$ cat src/rtl/core/rpg_pkg.sv
// Shared types and constants of the random permutation generator.
// No dependencies; compiled first.
package rpg_pkg;

    localparam int RAND_W = 31;
    localparam int PICK_W = 6;
    localparam int LEN_W  = 7;
    localparam logic [LEN_W-1:0] LEN_RESET = 7'd10;

    typedef enum logic [2:0] {
        S_IDLE,
        S_DIV,
        S_RD,
        S_PICK,
        S_DONE
    } t_state;

    typedef struct packed {
        logic busy;
        logic done;
    } t_div_stat;

endpackage

$ cat src/rtl/core/rpg_if.sv
// Valid/ready channels of the random permutation generator.
// Depends on rpg_pkg for the field widths.
interface rpg_in_if;
    logic                              valid;
    logic                              ready;
    logic [rpg_pkg::RAND_W-1:0]        random_word;

    modport source (output valid, output random_word, input ready);
    modport sink   (input valid, input random_word, output ready);
endinterface

interface rpg_out_if;
    logic                              valid;
    logic                              ready;
    logic [rpg_pkg::PICK_W-1:0]        picked_value;
    logic                              last_of_perm;

    modport source (output valid, output picked_value, output last_of_perm, input ready);
    modport sink   (input valid, input picked_value, input last_of_perm, output ready);
endinterface

$ cat src/rtl/core/rpg_ram.sv
// Generic single-write, single-read RAM with registered read data.
// No dependencies.
module rpg_ram #(
    parameter int WIDTH = 6,
    parameter int DEPTH = 64
) (
    input  logic                     i_clk,
    input  logic                     i_we,
    input  logic [$clog2(DEPTH)-1:0] i_waddr,
    input  logic [WIDTH-1:0]         i_wdata,
    input  logic [$clog2(DEPTH)-1:0] i_raddr,
    output logic [WIDTH-1:0]         o_rdata
);

    logic [WIDTH-1:0] r_mem [DEPTH];
    logic [WIDTH-1:0] r_rdata;

    always_ff @(posedge i_clk) begin
        if (i_we) begin
            r_mem[i_waddr] <= i_wdata;
        end
        r_rdata <= r_mem[i_raddr];
    end

    assign o_rdata = r_rdata;

endmodule

$ cat src/rtl/core/rpg_mod.sv
// Bit-serial remainder unit: dividend mod divisor, one dividend bit per cycle.
// Depends on rpg_pkg.
module rpg_mod #(
    parameter int CW = 7
) (
    input  logic                       i_clk,
    input  logic                       i_rst_n,
    input  logic                       i_start,
    input  logic [rpg_pkg::RAND_W-1:0] i_dividend,
    input  logic [CW-1:0]              i_divisor,
    output rpg_pkg::t_div_stat         o_stat,
    output logic [CW-1:0]              o_rem
);
    import rpg_pkg::*;

    localparam int NW = $clog2(RAND_W + 1);

    logic [RAND_W-1:0] r_word;
    logic [CW-1:0]     r_rem;
    logic [NW-1:0]     r_cnt;
    logic              r_busy;
    logic              r_done;
    logic [CW:0]       trial;
    logic [CW:0]       diff;

    // shift in the next dividend bit, subtract when it fits
    assign trial = {r_rem, r_word[RAND_W-1]};
    assign diff  = trial - {1'b0, i_divisor};

    always_ff @(posedge i_clk) begin
        if (!i_rst_n) begin
            r_busy <= 1'b0;
            r_done <= 1'b0;
            r_cnt  <= '0;
        end else begin
            r_done <= 1'b0;
            if (i_start) begin
                r_busy <= 1'b1;
                r_cnt  <= NW'(RAND_W);
            end else if (r_busy) begin
                r_cnt <= r_cnt - 1'b1;
                if (r_cnt == NW'(1)) begin
                    r_busy <= 1'b0;
                    r_done <= 1'b1;
                end
            end
        end
    end

    always_ff @(posedge i_clk) begin
        if (i_start) begin
            r_word <= i_dividend;
            r_rem  <= '0;
        end else if (r_busy) begin
            r_word <= {r_word[RAND_W-2:0], 1'b0};
            if (trial >= {1'b0, i_divisor}) begin
                r_rem <= diff[CW-1:0];
            end else begin
                r_rem <= trial[CW-1:0];
            end
        end
    end

    assign o_stat.busy = r_busy;
    assign o_stat.done = r_done;
    assign o_rem       = r_rem;

endmodule

$ cat src/rtl/core/random_permutation_generator.sv
// Random permutation generator (Fisher-Yates shuffle), one element per beat.
// Depends on rpg_pkg, rpg_if, rpg_ram and rpg_mod.
//
// Usage:
//   i_in carries one 31-bit random word per beat; o_res returns one element
//   of the current permutation per input beat, with last_of_perm set on the
//   element that completes it. The next permutation starts straight after.
//   i_cfg_we/i_cfg_data write the permutation length (0 acts as 1, values
//   above MAX_ELEMENTS saturate); a write restarts the permutation.
// Sequence:
//   An accepted item runs through the bit-serial remainder unit (31 random-word
//   bits, one a cycle, then its done strobe), then pool RAM read, pick and
//   write-back, before its result is registered.
//   i_in.ready is high only while idle, so no new beat is accepted until the last one is done.
// Reset:
//   Length returns to 10 and the pool to the identity; no clearing pass is
//   needed as per-entry valid bits make unwritten entries read as their index.
// Stall:
//   The result is held in an output register; the block accepts the next
//   beat meanwhile and only waits before loading if that register is full.
module random_permutation_generator #(
    parameter int MAX_ELEMENTS = 64
) (
    input  logic                      i_clk,
    input  logic                      i_rst_n,
    rpg_in_if.sink                    i_in,
    rpg_out_if.source                 o_res,
    input  logic                      i_cfg_we,
    input  logic [rpg_pkg::LEN_W-1:0] i_cfg_data
);
    import rpg_pkg::*;

    localparam int CW = $clog2(MAX_ELEMENTS + 1);
    localparam int AW = $clog2(MAX_ELEMENTS);
    localparam int LW = (CW > LEN_W) ? CW : LEN_W;

    t_state            r_state;
    t_state            n_state;
    logic [LEN_W-1:0]  r_len;
    logic [CW-1:0]     r_remaining;
    logic [MAX_ELEMENTS-1:0] r_valid;
    logic [AW-1:0]     r_pos;
    logic [AW-1:0]     r_last;
    logic [AW-1:0]     r_picked;
    logic              r_out_valid;
    logic [PICK_W-1:0] r_out_value;
    logic              r_out_last;

    logic              accept;
    logic              div_start;
    logic              out_free;
    logic              finish;
    logic              ram_we;
    logic [AW-1:0]     ram_raddr;
    logic [AW-1:0]     ram_rdata;
    logic [AW-1:0]     last_addr;
    logic [CW-1:0]     div_rem;
    logic [CW-1:0]     eff_cfg;
    logic [CW-1:0]     eff_reset;
    logic              is_last;
    t_div_stat         div_stat;

    function automatic logic [CW-1:0] eff_len(input logic [LEN_W-1:0] len);
        logic [CW-1:0] n;
        if (len == '0) begin
            n = CW'(1);
        end else if (LW'(len) > LW'(MAX_ELEMENTS)) begin
            n = CW'(MAX_ELEMENTS);
        end else begin
            n = CW'(len);
        end
        return n;
    endfunction

    assign eff_cfg   = eff_len(i_cfg_data);
    assign eff_reset = eff_len(LEN_RESET);
    assign last_addr = AW'(r_remaining - 1'b1);
    assign is_last   = (r_remaining == CW'(1));
    assign out_free  = !r_out_valid || o_res.ready;

    // next state
    always_comb begin
        n_state = r_state;
        case (r_state)
            S_IDLE: begin
                if (i_in.valid) begin
                    n_state = S_DIV;
                end
            end
            S_DIV: begin
                if (div_stat.done) begin
                    n_state = S_RD;
                end
            end
            S_RD:   n_state = S_PICK;
            S_PICK: n_state = S_DONE;
            S_DONE: begin
                if (out_free) begin
                    n_state = S_IDLE;
                end
            end
            default: n_state = S_IDLE;
        endcase
    end

    // state outputs
    always_comb begin
        i_in.ready = 1'b0;
        ram_raddr  = last_addr;
        finish     = 1'b0;
        case (r_state)
            S_IDLE: i_in.ready = 1'b1;
            S_RD:   ram_raddr  = r_pos;
            S_DONE: finish     = out_free;
            default: begin
                i_in.ready = 1'b0;
            end
        endcase
    end

    assign accept    = i_in.valid && i_in.ready;
    assign div_start = accept;
    assign ram_we    = finish;

    always_ff @(posedge i_clk) begin
        if (!i_rst_n) begin
            r_state     <= S_IDLE;
            r_len       <= LEN_RESET;
            r_remaining <= eff_reset;
            r_valid     <= '0;
            r_out_valid <= 1'b0;
        end else begin
            r_state <= n_state;
            if (i_cfg_we) begin
                r_len       <= i_cfg_data;
                r_remaining <= eff_cfg;
                r_valid     <= '0;
            end else if (finish) begin
                if (is_last) begin
                    // permutation complete: refill with the identity
                    r_remaining <= eff_len(r_len);
                    r_valid     <= '0;
                end else begin
                    r_remaining <= r_remaining - 1'b1;
                    r_valid[r_pos] <= 1'b1;
                end
            end
            if (finish) begin
                r_out_valid <= 1'b1;
            end else if (o_res.ready) begin
                r_out_valid <= 1'b0;
            end
        end
    end

    // datapath: last live entry, pick position and picked entry
    always_ff @(posedge i_clk) begin
        if (r_state == S_DIV && div_stat.done) begin
            r_pos  <= AW'(div_rem);
            r_last <= r_valid[last_addr] ? ram_rdata : last_addr;
        end
        if (r_state == S_PICK) begin
            r_picked <= r_valid[r_pos] ? ram_rdata : r_pos;
        end
        if (finish) begin
            r_out_value <= PICK_W'(r_picked);
            r_out_last  <= is_last;
        end
    end

    rpg_mod #(
        .CW(CW)
    ) u_mod (
        .i_clk      (i_clk),
        .i_rst_n    (i_rst_n),
        .i_start    (div_start),
        .i_dividend (i_in.random_word),
        .i_divisor  (r_remaining),
        .o_stat     (div_stat),
        .o_rem      (div_rem)
    );

    rpg_ram #(
        .WIDTH(AW),
        .DEPTH(MAX_ELEMENTS)
    ) u_pool (
        .i_clk   (i_clk),
        .i_we    (ram_we),
        .i_waddr (r_pos),
        .i_wdata (r_last),
        .i_raddr (ram_raddr),
        .o_rdata (ram_rdata)
    );

    assign o_res.valid        = r_out_valid;
    assign o_res.picked_value = r_out_value;
    assign o_res.last_of_perm = r_out_last;

endmodule
$ cat src/flat_wrapper.sv
// flat-port wrapper written by rule: the top's interface ports become plain ports
module random_permutation_generator_flat import rpg_pkg::*;
#(
    parameter int MAX_ELEMENTS = 64
)
  (i_clk, i_rst_n, i_cfg_we, i_cfg_data, i_in_valid, i_in_random_word, i_in_ready, o_res_valid, o_res_picked_value, o_res_last_of_perm, o_res_ready);
  rpg_in_if i_in_i ();
  rpg_out_if o_res_i ();
  input  logic i_clk;
  input  logic i_rst_n;
  input  logic i_cfg_we;
  input  logic [rpg_pkg::LEN_W-1:0] i_cfg_data;
  input wire logic [$bits(i_in_i.valid)-1:0] i_in_valid;
  input wire logic [$bits(i_in_i.random_word)-1:0] i_in_random_word;
  output wire logic [$bits(i_in_i.ready)-1:0] i_in_ready;
  output wire logic [$bits(o_res_i.valid)-1:0] o_res_valid;
  output wire logic [$bits(o_res_i.picked_value)-1:0] o_res_picked_value;
  output wire logic [$bits(o_res_i.last_of_perm)-1:0] o_res_last_of_perm;
  input wire logic [$bits(o_res_i.ready)-1:0] o_res_ready;
  assign i_in_i.valid = i_in_valid;
  assign i_in_i.random_word = i_in_random_word;
  assign i_in_ready = i_in_i.ready;
  assign o_res_valid = o_res_i.valid;
  assign o_res_picked_value = o_res_i.picked_value;
  assign o_res_last_of_perm = o_res_i.last_of_perm;
  assign o_res_i.ready = o_res_ready;
  random_permutation_generator #(.MAX_ELEMENTS(MAX_ELEMENTS)) u_core (.i_clk(i_clk), .i_rst_n(i_rst_n), .i_in(i_in_i), .o_res(o_res_i), .i_cfg_we(i_cfg_we), .i_cfg_data(i_cfg_data));
endmodule
$ cat config.mk
export PLATFORM = sky130hd
export DESIGN_NAME = random_permutation_generator_flat
export DESIGN_NICKNAME = d
export VERILOG_FILES = /design/src/rtl/core/rpg_pkg.sv /design/src/rtl/core/rpg_if.sv /design/src/rtl/core/rpg_ram.sv /design/src/rtl/core/rpg_mod.sv /design/src/rtl/core/random_permutation_generator.sv /design/src/flat_wrapper.sv
export SDC_FILE = /design/constraint.sdc
export NUM_CORES = 1
export LEC_CHECK = 0
export ABC_AREA = 0
export BUFFER_PORTS_ARGS = -buffer_cell sky130_fd_sc_hd__buf_4
export CAP_MARGIN = 10
export CORE_MARGIN = 4
export CORE_UTILIZATION = 48
export CTS_BUF_LIST = sky130_fd_sc_hd__clkbuf_4
export CTS_CLUSTER_SIZE = 30
export DETAILED_ROUTE_END_ITERATION = 6
export GPL_ROUTABILITY_DRIVEN = 0
export PLACE_DENSITY = 0.66
export SKIP_LAST_GASP = 1
export SYNTH_ARGS = -nofsm -noshare
export SYNTH_HDL_FRONTEND = slang
export SYNTH_SLANG_ARGS = --single-unit
export TNS_END_PERCENT = 1
$ cat constraint.sdc
create_clock -name i_clk -period 3.7 [get_ports i_clk]
set_clock_uncertainty 0.05 [all_clocks]
set_input_delay 1.11 -clock i_clk [delete_from_list [all_inputs] [get_ports i_clk]]
set_output_delay 1.11 -clock i_clk [all_outputs]
set_load 0.005 [all_outputs]
==> results_dict.tcl, run 1 <==
set metrics [dict create \
    p_sw_mw 3.08 \
    die_x_um 227 \
    power_mw 13.2 \
    slew_headroom_pct 24.6 \
    vias_per_cell 5.67 \
    min_period_ns 3.42 \
    clkLatencyLatePin_ns 0.94 \
    tightestPinTransition_ns 1.13 \
    drv_cap 0 \
    powerDensity_mw_per_mm2 500 \
    track_usage_pct 22.2 \
    grt_max_degree 73 \
    synth-edff-count 440 \
    ys_warn_count 0 \
    rows 80 \
    worst_path_largest_cell_delay_ns 0.90 \
    peakVddDrop_v 0.000363 \
    grt_pass1_wl_um 85100 \
    netlist_area_mm2 0.0231 \
    ys_seq_area_share_pct 66.1 \
    cp_max_fo 15 \
    wl_um 56200 \
    avgSynthCellArea_um2 14.8 \
    drt_iter0_markers 1205 \
    fin_crit_sh_pct 92.5 \
    drc 0 \
    cts_hold_buffers 0 \
    areaGrowthSynthToFinish_pct 14.4 \
    drive_above_1_share_pct 26.5 \
    reg2reg_slack_ns 0.28 \
    ant_nets 0 \
    cp_slowest_cell "edfxtp_1" \
    htree_levels 4 \
    antenna_found_initial 2 \
    p_leak_nw 9.09 \
    grt-ovfl-total 0 \
    yosysTopAreaCell "edfxtp_1" \
    end_kind "flop" \
    crit_type "flop to flop" \
    clk_pin_slew_ns 0.07 \
    wl_met2_um 26500 \
    nets 1808 \
    fin_util_pct 55.5 \
    synth_cell_types 65 \
    dp_hpwl_um 35800 \
    power_frac_comb_pct 8.2 \
    async_reset_ff_share_pct 0 \
    cts.path.max_buffers 3 \
    top_layer_used "met5" \
    finalSetupViolations 0 \
    p_int_mw 10.1 \
    numPortBuffers 51 \
    worst_setup_path_start_kind "flop" \
    first_global_vias 14200 \
    wire_per_inst_um 22.6 \
    swShare_pct 23.3 \
    crit_required_ns 4.35 \
    final.setup.tns_ns 0 \
    cts_tree "built" \
    wl_met1_um 23400 \
    final_area_mm2 0.0264 \
    via_count 14100 \
    cts_resized 0 \
    core_mm2 0.0476 \
    post_cts_buffers 0 \
    min_path_type "input pin to flop" \
    ioPinCount 52 \
    stdcell_count 2484 \
    synth_top_area_share_pct 57.2 \
    fmax_mhz 292 \
    ys_seq_elements 542 \
    dp.cells 2224 \
    crit_path_frequent_cell "nor3_1" \
    syn-num-nets 1618 \
    die_h_um 227 \
    final_hold_viol_count 0 \
    slew_viol_final 0 \
    nFillCells 3919 \
    status "completed" \
    initial_utilization_pct 48.5 \
    rsz0062_at_grt "false" \
    die_area_mm2 0.0517 \
    placed_area_mm2 0.0245 \
    synth_cells 1563 \
    numClockSinks 542 \
    crit_chain "buf_4, mux2_1, a221oi_1, a21oi_1, nor3_1, nor3_1, a211oi_4, mux2_4" \
    crit_arrival_ns 4.07 \
    met3_length_um 4620 \
    seqPwrFrac_pct 50.9 \
    netlist_top_cells_area "edfxtp_1 57%, mux2i_1 9.1%, dfxtp_1 8.8%, mux2_2 3.7%, o21a_1 2.2%" \
    ys.flop_type "edfxtp_1" \
    clock_power_share_pct 40.9 \
    cts_made_buffers 142 \
    dr.pass1.iters 6 \
    root_buffer "clkbuf_4" \
]
==> sequential cells by signal, indices dropped and copies added, names as in the netlist, 3 cells and up <==
name / cells
u_core.u_pool.o_rdata: 6
u_core.u_mod.o_rem: 7
u_core.u_mod.r_word: 31
u_core.r_len: 7
u_core.r_pos: 6
u_core.r_last: 6
u_core.u_pool.r_mem: 384
u_core.r_picked: 6
u_core.r_remaining: 7
u_core.r_valid: 64
u_core.o_res.picked_value: 6
u_core.u_mod.r_cnt: 5
u_core.r_state: 3
==> kinds of logic (layout without fill, tap and decap cells) <==
| family | Yosys count | in the layout | synth area share, % |
|---|---|---|---|
| compound gates | 242 | 242 | 7.33 |
| xor+xnor | 11 | 11 | 0.531 |
| fa+ha+maj | 12 | 12 | 0.683 |
| buf+inv | 104 | 407 | 2.36 |
| flops | 542 | 542 | 66.1 |
| mux | 350 | 350 | 17.1 |
| other cells | 0 | 3 | 0 |
| simple gates | 302 | 302 | 5.99 |
==> per-stage QoR <==
step / setup slack [ns] / hold WS [ns]
finish: 0.279 / 0.398
global route: 0.153 / 0.324
CTS: 0.306 / 0.268
detailed placement: 0.314 / 0.414
global placement: 0.326 / 0.409
floorplan: 0.619 / 0.350
==> cells in the final DEF, fill, tap and decap left out, types with 3 or more instances in the layout <==
master     Yosys  layout
a21o_1         3       3
edfxtp_1     440     440
mux4_2        20      20
a21boi_0      13      13
nor2_1        91      91
mux2_1        35      35
buf_12         0       9
a21oi_1       39      39
bufinv_16      0       3
nand2_1      126     126
o22ai_1        5       5
ha_1          11      11
nand3_1       12      12
a22oi_1       56      56
o21ai_1        3       3
diode_2        0       3
clkinv_2       0       6
mux2_4         6       6
nand2b_1       9       9
o211ai_1       5       5
dfxtp_1      102     102
nor2b_1       11      11
a221oi_1       8       8
nor3b_1        4       3
mux2_2        76      76
nor4_2         6       6
clkinv_1       0      15
buf_4         24     120
and2_1         8       8
nand3b_1       5       5
inv_1         20      20
o21a_1        69      69
o21ai_0       22      22
nor3_1        15      14
xnor2_1        7       7
clkbuf_4       0     231
mux2i_1      211     211
inv_2          1       3
==> path summary, 6_finish.rpt <==
path | start | endpoint | cells after the start
min | i_in_random_word[1] | u_core.u_mod.r_word[1] | 3
max reg2reg | u_core.r_pos[0] | u_core.r_picked[2] | 8
min reg2reg | u_core.u_mod.o_rem[6] | u_core.u_mod.o_rem[6] | 1
max | u_core.r_pos[0] | u_core.r_picked[2] | 8
==> power groups by stage <==
stage	Combinational (mW)	Sequential (mW)	Clock (mW)
after floorplan	0.765	6.81	0
after global placement	1.06	6.85	0
after detailed placement	1.07	6.85	0
after CTS	1.08	6.72	5.59
after global routing	1.17	6.73	5.95
final	1.08	6.73	5.41
==> layout make-up <==
cell class / count / area (µm²) / share of cell area [%]
Antenna cell: 3 / 7.51 / 0.0284
Clock buffer: 231 / 1730 / 6.56
Clock inverter: 26 / 184 / 0.696
Inverter: 21 / 78.8 / 0.298
Multi-Input combinational cell: 917 / 7320 / 27.7
Sequential cell: 542 / 15300 / 57.7
Tap cell: 615 / 769 / 2.91
Timing Repair Buffer: 129 / 1080 / 4.09
==> worst max-delay path, delay by kind of cell, from the launching register on <==
kind / cells / cell delay (ns)
AOI/OAI and AO/OA: 3 / 0.77
and+or+nand+nor: 2 / 0.50
DFF: 1 / 0.90
buffers and inverters: 1 / 0.29
muxes: 2 / 0.69
==> metal layers <==
layer  GRT usage, %  up-vias
met5              0        -
met4           9.51        2
met3           6.74      128
met2           34.6      530
met1           29.1     6981
li1               -     6433
==> synthesized netlist by cell type, drive strengths merged, types with 13 or more instances <==
library cell and instances:
nor2 93, inv 21, clkbuf 25, o21ai 25
a21oi 41, a21boi 13, dfxtp 102, buf 58
mux2i 213, mux4 20, nor3 15, o21a 69
mux2 117, nand2 126, edfxtp 440, a22oi 56
Power figures use the tool's default switching activity.
==> run 2: changes to the inputs <==
--- a/config.mk
+++ b/config.mk
@@ -11,6 +11,7 @@
 export CORE_MARGIN = 4
 export CORE_UTILIZATION = 48
 export CTS_BUF_LIST = sky130_fd_sc_hd__clkbuf_4
+export CTS_CLUSTER_DIAMETER = 120
 export CTS_CLUSTER_SIZE = 30
 export DETAILED_ROUTE_END_ITERATION = 6
 export GPL_ROUTABILITY_DRIVEN = 0
==> constraint.sdc (replaced) <==
create_clock -name i_clk -period 3.7 [get_ports i_clk]
set_clock_uncertainty 0.05 [all_clocks]
set_input_delay 1.11 -clock i_clk [delete_from_list [all_inputs] [get_ports i_clk]]
set_output_delay 1.11 -clock i_clk [all_outputs]
set_load 0.02 [all_outputs]
==> results_dict.tcl, run 2 (synthesis results as in run 1) <==
set metrics [dict create \
    fin_util_pct 52.1 \
    drc 0 \
    nFillCells 3962 \
    final_hold_viol_count 0 \
    worst_setup_path_start_kind "flop" \
    track_usage_pct 20.7 \
    min_period_ns 3.47 \
    hold_ws_ns 0.433 \
    hold_depth 2 \
    ioPinCount 52 \
    clkLatencyLatePin_ns 0.86 \
    core_mm2 0.0476 \
    cts_tree "built" \
    cts_resized 0 \
    regToRegEndpoint "u_core.r_picked[2]" \
    top_regs "u_core.u_pool.r_mem x384, u_core.r_valid x64, u_core.u_mod.r_word x31" \
    crit_arrival_ns 4.10 \
    r2r-start "u_core.r_pos[0]" \
    cts.path.max_buffers 3 \
    first_global_vias 13100 \
    p_leak_nw 8.12 \
    cp_max_fo 15 \
    crit_type "flop to flop" \
    status "completed" \
    slew_viol_final 0 \
    die_area_mm2 0.0517 \
    root_buffer "clkbuf_4" \
    numPortBuffers 51 \
    rsz0062_at_grt "false" \
    rows 80 \
    end_kind "flop" \
    crit_required_ns 4.33 \
    antenna_found_initial 2 \
    drt_iter0_markers 1231 \
    tightestPinTransition_ns 1.12 \
    wl_um 53900 \
    die_h_um 227 \
    slew_headroom_pct 25.1 \
    clk_pin_slew_ns 0.32 \
    cts_hold_buffers 0 \
    finalSetupViolations 0 \
    stdcell_count 2267 \
    placed_area_mm2 0.0245 \
    min_path_type "input pin to flop" \
    grt_pass1_wl_um 81200 \
    grt_max_degree 73 \
    via_count 13200 \
    nets 1688 \
    vias_per_cell 5.84 \
    top_register "u_core.u_pool.r_mem" \
    htree_levels 1 \
    crit_start "u_core.r_pos[0]" \
    cts_made_buffers 22 \
    dp.cells 2224 \
    areaGrowthSynthToFinish_pct 7.52 \
    final_common_cell "edfxtp_1" \
    largest_reg_flops 384 \
    wire_per_inst_um 23.8 \
    min_to "u_core.r_remaining[1]" \
    initial_utilization_pct 48.5 \
    final.setup.tns_ns 0 \
    final_cell_mix "440 x edfxtp_1, 211 x mux2i_1, 126 x nand2_1" \
    die_x_um 227 \
    final_area_mm2 0.0248 \
    fin_crit_sh_pct 93.8 \
    grt-ovfl-total 0 \
    dp_hpwl_um 35800 \
    reg2reg_slack_ns 0.23 \
    peakVddDrop_v 0.000394 \
    fmax_mhz 288 \
    min_from "i_cfg_data[6]" \
    drive_above_1_share_pct 17.7 \
    ant_nets 0 \
    dr.pass1.iters 5 \
    powerDensity_mw_per_mm2 401 \
    ff2ff_path_depth 8 \
    drv_cap 0 \
    numClockSinks 542 \
    post_cts_buffers 0 \
]
[run 2: cell types whose count changed in the layout (fill, tap and decap cells not counted), sizes merged]
cell | previous run | this run
bufinv | 3 | 0
clkinv | 21 | 1
clkbuf | 231 | 39
inv | 23 | 21
[run 2: worst max path at each step]
stage                                      end  slack, ns  cells after the start
floorplan           u_core.u_pool.r_mem[24][0]       0.62                      6
finish                      u_core.r_picked[2]       0.23                      8
detailed placement   u_core.u_pool.r_mem[3][0]       0.31                      6
global placement            u_core.r_picked[5]       0.33                      8
global route                u_core.r_picked[2]       0.16                      8
CTS                                 i_in_ready       0.35                      2
[run 2: report_power, final]
| part | total [mW] | internal [mW] | switching, mW |
|---|---|---|---|
| sequential | 6.73 | 6.64 | 0.0897 |
| clock | 2.15 | 0.482 | 1.67 |
| combinational | 1.08 | 0.472 | 0.605 |
| total | 9.96 | 7.59 | 2.37 |
[run 2: final cells by class]
class / instances / area (µm²) / area share [%]
Sequential cell: 542 / 15300 / 61.4
Inverter: 21 / 78.8 / 0.317
Clock inverter: 1 / 30.0 / 0.121
Multi-Input combinational cell: 917 / 7320 / 29.5
Clock buffer: 39 / 293 / 1.18
Antenna cell: 3 / 7.51 / 0.0302
Timing Repair Buffer: 129 / 1080 / 4.35
Tap cell: 615 / 769 / 3.10
[run 2: layer usage]
layer	wire length, µm	share of wire (%)	vias up	global-route usage [%]
met5	0	0	-	0
met4	1710	3.2	0	5.56
met3	3930	7.3	104	3.61
met2	25200	47	491	33.5
met1	23000	43	6595	29.4
li1	-	-	6048	-
[run 2: critical path, cell delays in order (launching register included)]
cell and delay (ns):
edfxtp_1 0.98, buf_4 0.29, mux2_1 0.33, a221oi_1 0.24
a21oi_1 0.07, nor3_1 0.33, nor3_1 0.18, a211oi_4 0.47
mux2_4 0.36
[run 2: metrics by stage]
step,worst slack [ns],power (mW)
after floorplan,0.618,7.58
after global placement,0.326,7.91
after detailed placement,0.314,7.93
after CTS,0.349,10.0
after global routing,0.161,10.4
final,0.230,9.96
==> run 3: changes to the inputs <==
--- a/config.mk
+++ b/config.mk
@@ -16,6 +16,7 @@
 export DETAILED_ROUTE_END_ITERATION = 6
 export GPL_ROUTABILITY_DRIVEN = 0
 export PLACE_DENSITY = 0.66
+export RECOVER_POWER = 100
 export SKIP_LAST_GASP = 1
 export SYNTH_ARGS = -nofsm -noshare
 export SYNTH_HDL_FRONTEND = slang
==> results_dict.tcl, run 3 (synthesis results as in run 1) <==
set metrics [dict create \
    slew_viol_final 419 \
    p_int_mw 7.58 \
    hold_depth 2 \
    cts_made_buffers 22 \
    drt_iter0_markers 1249 \
    worst_setup_path_start_kind "flop" \
    status "complete, but fails checks" \
    largest_reg_flops 384 \
    reg2reg_slack_ns 0.18 \
    first_global_vias 13100 \
    crit_required_ns 4.31 \
    vias_per_cell 5.86 \
    clk_pin_slew_ns 0.31 \
    p_leak_nw 7.86 \
    fin_crit_sh_pct 95.1 \
    rows 80 \
    root_buffer "clkbuf_4" \
    slew_headroom_pct -54.7 \
    clock_power_share_pct 21.7 \
    initial_utilization_pct 48.5 \
    finalSetupViolations 0 \
    stdcell_count 2267 \
    tightestPinTransition_ns 2.32 \
    p_sw_mw 2.37 \
    regToRegEndpoint "u_core.r_picked[5]" \
    crit_arrival_ns 4.12 \
    via_count 13300 \
    ff2ff_path_depth 8 \
    powerDensity_mw_per_mm2 405 \
    cts_hold_buffers 0 \
    fin_util_pct 51.5 \
    fmax_mhz 284 \
    clkLatencyLatePin_ns 0.84 \
    post_cts_buffers 0 \
    numClockSinks 542 \
    grt_max_degree 73 \
    core_mm2 0.0476 \
    top_regs "u_core.u_pool.r_mem x384, u_core.r_valid x64, u_core.u_mod.r_word x31" \
    cts_tree "built" \
    min_to "u_core.r_remaining[1]" \
    die_h_um 227 \
    wire_per_inst_um 23.8 \
    violations "max-capacitance violations, max-slew violations" \
    final.setup.tns_ns 0 \
    power_frac_comb_pct 10.7 \
    nets 1688 \
    drc 0 \
    track_usage_pct 20.7 \
    drv_cap 9 \
    dp_hpwl_um 35800 \
    swShare_pct 23.8 \
    htree_levels 1 \
    final_cell_mix "440 x edfxtp_1, 211 x mux2i_1, 126 x nand2_1" \
    die_x_um 227 \
    dp.cells 2224 \
    numPortBuffers 51 \
    r2r-start "u_core.r_pos[0]" \
    grt-ovfl-total 0 \
    end_kind "flop" \
    die_area_mm2 0.0517 \
    min_from "i_cfg_data[6]" \
    ant_nets 0 \
    top_register "u_core.u_pool.r_mem" \
    min_period_ns 3.52 \
    peakVddDrop_v 0.000394 \
    final_hold_viol_count 0 \
    grt_pass1_wl_um 81200 \
    cp_max_fo 15 \
    cts_resized 0 \
    final_common_cell "edfxtp_1" \
    antenna_found_initial 2 \
    rsz0062_at_grt "false" \
    areaGrowthSynthToFinish_pct 6.28 \
    dr.pass1.iters 5 \
    cts.path.max_buffers 3 \
    ioPinCount 52 \
    drive_above_1_share_pct 13.9 \
    crit_start "u_core.r_pos[0]" \
    wl_um 53900 \
    min_path_type "input pin to flop" \
    crit_type "flop to flop" \
    seqPwrFrac_pct 67.7 \
]
run 3: cell count changes in the layout (fill, tap and decap cells not counted), moves of 2 or more:
cell,delta
buf_4,-57
clkbuf_1,+55
and2_0,+6
and2_1,-6
buf_12,-4
clkbuf_2,+4
mux2_1,+2
mux2_4,-2
run 3: cell type report:
| cell class | count | area (µm²) |
|---|---|---|
| Fill cell | 4027 | 23100 |
| Sequential cell | 542 | 15300 |
| Multi-Input combinational cell | 917 | 7290 |
| Timing Repair Buffer | 129 | 820 |
| Tap cell | 615 | 769 |
| Clock buffer | 39 | 293 |
| Inverter | 21 | 78.8 |
| Clock inverter | 1 | 30.0 |
| Antenna cell | 3 | 7.51 |
run 3: critical path, stage by stage, from the launching register on:
cell      delay, ns
edfxtp_1       0.98
clkbuf_2       0.33
mux2_1         0.34
a221oi_1       0.25
a21oi_1        0.07
nor3_1         0.33
nor3_1         0.18
a211oi_4       0.43
mux2_1         0.38
run 3: power groups by stage:
stage / Sequential [mW] / Clock [mW] / Combinational (mW)
detailed placement: 6.85 / 0 / 1.07
global placement: 6.85 / 0 / 1.06
global route: 6.74 / 2.46 / 1.15
CTS: 6.73 / 2.23 / 1.08
finish: 6.73 / 2.16 / 1.06
floorplan: 6.81 / 0 / 0.766
run 3: how the worst max path moves through the flow:
stage | end | slack (ns) | cells past startpoint
after floorplan | u_core.u_pool.r_mem[24][0] | 0.62 | 6
after global placement | u_core.r_picked[5] | 0.33 | 8
after detailed placement | u_core.u_pool.r_mem[3][0] | 0.31 | 6
after CTS | i_in_ready | 0.35 | 2
after global routing | u_core.r_picked[5] | 0.1 | 8
final | u_core.r_picked[5] | 0.18 | 8
run 3: metrics by stage:
step,power [mW],cell area (µm²),hold WS [ns],worst slack (ns)
2_1_floorplan,7.58,23100,0.350,0.618
3_5_place_dp,7.93,24500,0.414,0.314
5_1_grt,10.4,24500,0.361,0.0968
4_1_cts,10.0,24800,0.366,0.349
3_3_place_gp,7.91,24500,0.409,0.326
6_report,9.95,24500,0.449,0.183
run 3: layer usage:
layer  up-vias  wire length (µm)  GRT usage, %
met3       101              3750          3.61
met5         -                 0             0
met1      6681             23300          29.4
met4         0              1640          5.56
met2       458             25300          33.5
li1       6055                 -             -
